[src/design/ufpt_ram.sv]
`timescale 1ns / 1ps

module ufpt_ram #(
	parameter int WIDTH = 8,
	parameter int DEPTH = 16
) (
	input  logic                                        clk,
	input  logic                                        we,
	input  logic [((DEPTH > 1) ? $clog2(DEPTH) : 1)-1:0] waddr,
	input  logic [WIDTH-1:0]                            wdata,
	input  logic                                        re,
	input  logic [((DEPTH > 1) ? $clog2(DEPTH) : 1)-1:0] raddr,
	output logic [WIDTH-1:0]                            rdata
);

	logic [WIDTH-1:0] mem [DEPTH];

	always_ff @(posedge clk) begin
		if (we) begin
			mem[waddr] <= wdata;
		end
		if (re) begin
			rdata <= mem[raddr];
		end
	end

endmodule

[config.mk]
export PLATFORM = sky130hd
export DESIGN_NAME = ufpt_ram
export DESIGN_NICKNAME = d
export VERILOG_FILES = /design/src/design/ufpt_ram.sv
export SDC_FILE = /design/constraint.sdc
export NUM_CORES = 1
export LEC_CHECK = 0
export BUFFER_PORTS_ARGS = -buffer_cell sky130_fd_sc_hd__buf_2
export CAP_MARGIN = 25
export CORE_ASPECT_RATIO = 0.8
export CORE_MARGIN = 5
export CORE_UTILIZATION = 27
export DETAILED_ROUTE_END_ITERATION = 8
export PLACE_DENSITY = 0.41
export SETUP_SLACK_MARGIN = 0.05
export SLEW_MARGIN = 20
export SYNTH_ARGS = -nofsm -noshare
export SYNTH_HDL_FRONTEND = slang
export SYNTH_SLANG_ARGS = --single-unit
[constraint.sdc]
create_clock -name clk -period 2.1 [get_ports clk]
set_input_delay 0.315 -clock clk [delete_from_list [all_inputs] [get_ports clk]]
set_output_delay 0.315 -clock clk [all_outputs]
set_load 0.02 [all_outputs]
==> summary.md <==
| Metric | Value |
|---|---|
| Status | `finished, final reports clean` |
| Hold Crit Endpoint | `rdata[3]$_DFFE_PP_` |
| Post-route DRC | `0` |
| CP Cell Sequence | `mux4_2 -> a22oi_1 -> nand2_1` |
| Avg Inst Size Synth | `22.83 sq um` |
| Final cell count without fillers | `556` |
| Post-CTS resize count | `0` |
| P_leak | `2.138 nW` |
| Setup TNS | `0 ns` |
| Detailed-route via count | `2485` |
| Yosys cell types | `18` |
| Post-synth top area share | `0.7812` |
| Placed insts | `524` |
| Post-synth EDFFs | `136` |
| Hold Crit Depth | `1` |
| Initial Util | `0.2747` |
| Area grow syn2layout | `22.86%` |
| Max Cap Viol | `0` |
| RSZ-0062 raised after global routing | `false` |
| Worst ir drop on vdd | `0.0005141 V` |
| Starting DRC count in detailed routing | `158` |
| Skew-Pair Late Insertion Delay | `0.41 ns` |
| Cell area after layout | `6422 sq um` |
| Gr ovfl total | `0` |
| Setup CP Type | `reg2reg` |
| Final min period | `1.470 ns` |
| First-pass GRT wire length | `16.97 mm` |
| Die area | `22260 sq um` |
| Post-synthesis mux area share | `0.1479` |
| Routed Antenna Nets | `0` |
| Crit Reg-Reg Endpoint | `rdata[0]$_DFFE_PP_` |
| Yosys reg bits | `136` |
| Top FF cell, synth | `edfxtp_1` |
| Hpwl dp | `7.384 mm` |
| Final setup fails | `0` |
| Clock skew | `0.007546 ns` |
| Antenna cells | `0` |
| Measured slew at the worst slew-check pin | `0.5057 ns` |
| CORE AREA | `19030 sq um` |
| WP data arrival | `1.62 ns` |
| Post-CTS Repair Setup Buffers | `0` |
| Clk buf depth | `2` |
| Period utilization | `0.6998` |
| Ports | `27` |
| Cell Pwr Density | `1020 nW/um^2` |
| Crit. End Element | `register` |
| Slew Limit Fails | `0` |
| Most area-consuming cells after synthesis | `edfxtp_1, mux4_2, mux4_1` |
| Maximum fanout along the worst path | `1` |
| Vias per cell | `4.469` |
| CTS root buf | `clkbuf_16` |
| Rel. slew slack | `0.6629` |
| Xor and xnor area share after synthesis | `0` |
| Worst R2R Path Depth | `3` |
| Data required, critical path | `2.25 ns` |
| Setup crit start kind | `register` |
| Ys async rst share | `0` |
| IO Port Bufs | `26` |
| CP bufs+invs | `0` |
| CP delay by family, top | `multiplexers` |
| Yosys Warn Count | `0` |
| Mapped Cells | `229` |
| Dpl cell area | `5789 sq um` |
| CTS sink count | `136` |
| Pre-antenna DRT Iters | `4` |
| CTS HTree Levels | `4` |
| Simple-Gate Fraction of Synth Area | `0.03135` |
| Gpl congestion | `0.6874` |
| Mapped Nets | `248` |
| Main combinational cell family by area after synthesis | `multiplexers` |
| Gr usage total | `0.1080` |
| CTS clk-pin slew, worst paths | `0.05 ns` |
| CP max stage delay | `0.47 ns` |
| Die span in y | `134.5 um` |
| Critical R2R Launch | `mem[11][0]$_DFFE_PP_` |
| FMAX | `0.6805 GHz` |
| Antenna violations before repair | `1` |
| Vias in the first global route | `2727` |
| Hold Vio Cnt, Final | `0` |
| Slowest-stage cell, CP | `mux4_2` |
| Largest area contributor in the netlist | `edfxtp_1` |
| Synth Area in Adders | `0` |
| DR WL/cell | `20.21 um` |
| Hold_buf cts | `0` |
| Routed WL | `11.24 mm` |
| Largest net degree at the start of global routing | `33` |
| Synthesized area | `5228 sq um` |
| CTS tree | `built` |
| Synth top cells by count | `edfxtp_1, mux4_2, a22oi_1` |
| Post-layout net count | `304` |
| Num rows | `45` |
| Top-count cell post-synth | `edfxtp_1` |
| Flop2flop setup slack | `0.63 ns` |
| Horiz. Die Dim | `165.6 um` |
| Share of layout cells above drive strength 1 | `0.3121` |
| Cts bufs inserted | `17` |
| Seq/Total Area, Yosys | `0.7812` |
| Min-delay src | `re` |
| Compound-Gate Fraction of Synth Area | `0.02298` |
| Hold WC Path Type | `in2reg` |
## report_power, final
part	leakage, nW	total [mW]	internal, mW	switching [mW]
clock network	0.304	3.17	2.09	1.08
logic	0.598	0.301	0.125	0.176
registers	1.24	3.08	3.06	0.0190
total	2.14	6.55	5.28	1.27
## logic make-up after synthesis
kind of cell	Yosys count
AND/OR/NAND/NOR	35
AO/OA/AOI/OAI	16
multiplexers	32
buffers and inverters	10
flip-flops	136
## final cells by class
class,count,area [sq um]
Fill cell,1826,12610
Clock inverter,14,203.9
Tap cell,258,322.8
Clock buffer,18,429.2
Timing Repair Buffer,47,325.3
Sequential cell,136,4084
Multi-Input combinational cell,83,1057
## worst max-delay path by stage
stage               cells after the start                  from             endpoint  slack (ns)
finish                                  3  mem[11][0]$_DFFE_PP_   rdata[0]$_DFFE_PP_        0.63
global route                            3  mem[11][0]$_DFFE_PP_   rdata[0]$_DFFE_PP_        0.56
CTS                                     3  mem[11][0]$_DFFE_PP_   rdata[0]$_DFFE_PP_        0.59
detailed placement                      5              raddr[0]   rdata[0]$_DFFE_PP_        0.23
global placement                        5              raddr[0]   rdata[0]$_DFFE_PP_        0.23
floorplan                               2              waddr[2]  mem[0][0]$_DFFE_PP_        0.29
## cell usage in the layout (no fill, tap or decap), drive strengths merged
cell	n
edfxtp	136
buf	47
mux4	32
clkbuf	18
a22oi	16
nor2	13
nand2	9
clkinv	7
bufinv	5
nor3	4
nand3b	2
nand2b	2
nor2b	1
and2	1
and2b	1
nand3	1
or3b	1
inv	1
clkinvlp	1
## worst reg2reg max path, cell delays in order (launching register included)
cell	delay, ns
edfxtp_1	0.36
mux4_2	0.47
a22oi_1	0.30
nand2_1	0.08
## per-layer routing
layer  vias up  part of all wire  track usage
li1       1097                 -            -
met1      1305              0.48       0.1584
met2        67              0.44       0.1550
met3        14             0.060      0.02533
met4         2             0.013      0.04260
met5         -           0.00098            0
## flip-flops by register name (all words and copies together), names as in the netlist
signal  count
rdata       8
mem       128
## through the flow
stage,power [mW],hold WS [ns],utilization,setup WS [ns]
after detailed placement,3.446,0.7137,0.3042,0.2274
after floorplan,3.298,0.4139,-,0.2921
after CTS,6.617,0.2884,0.3375,0.5887
final,6.552,0.2909,0.3375,0.6304
after global routing,6.782,0.2955,0.3375,0.5582
after global placement,3.444,0.7131,0.3042,0.2309
Power figures use the tool's default switching activity.
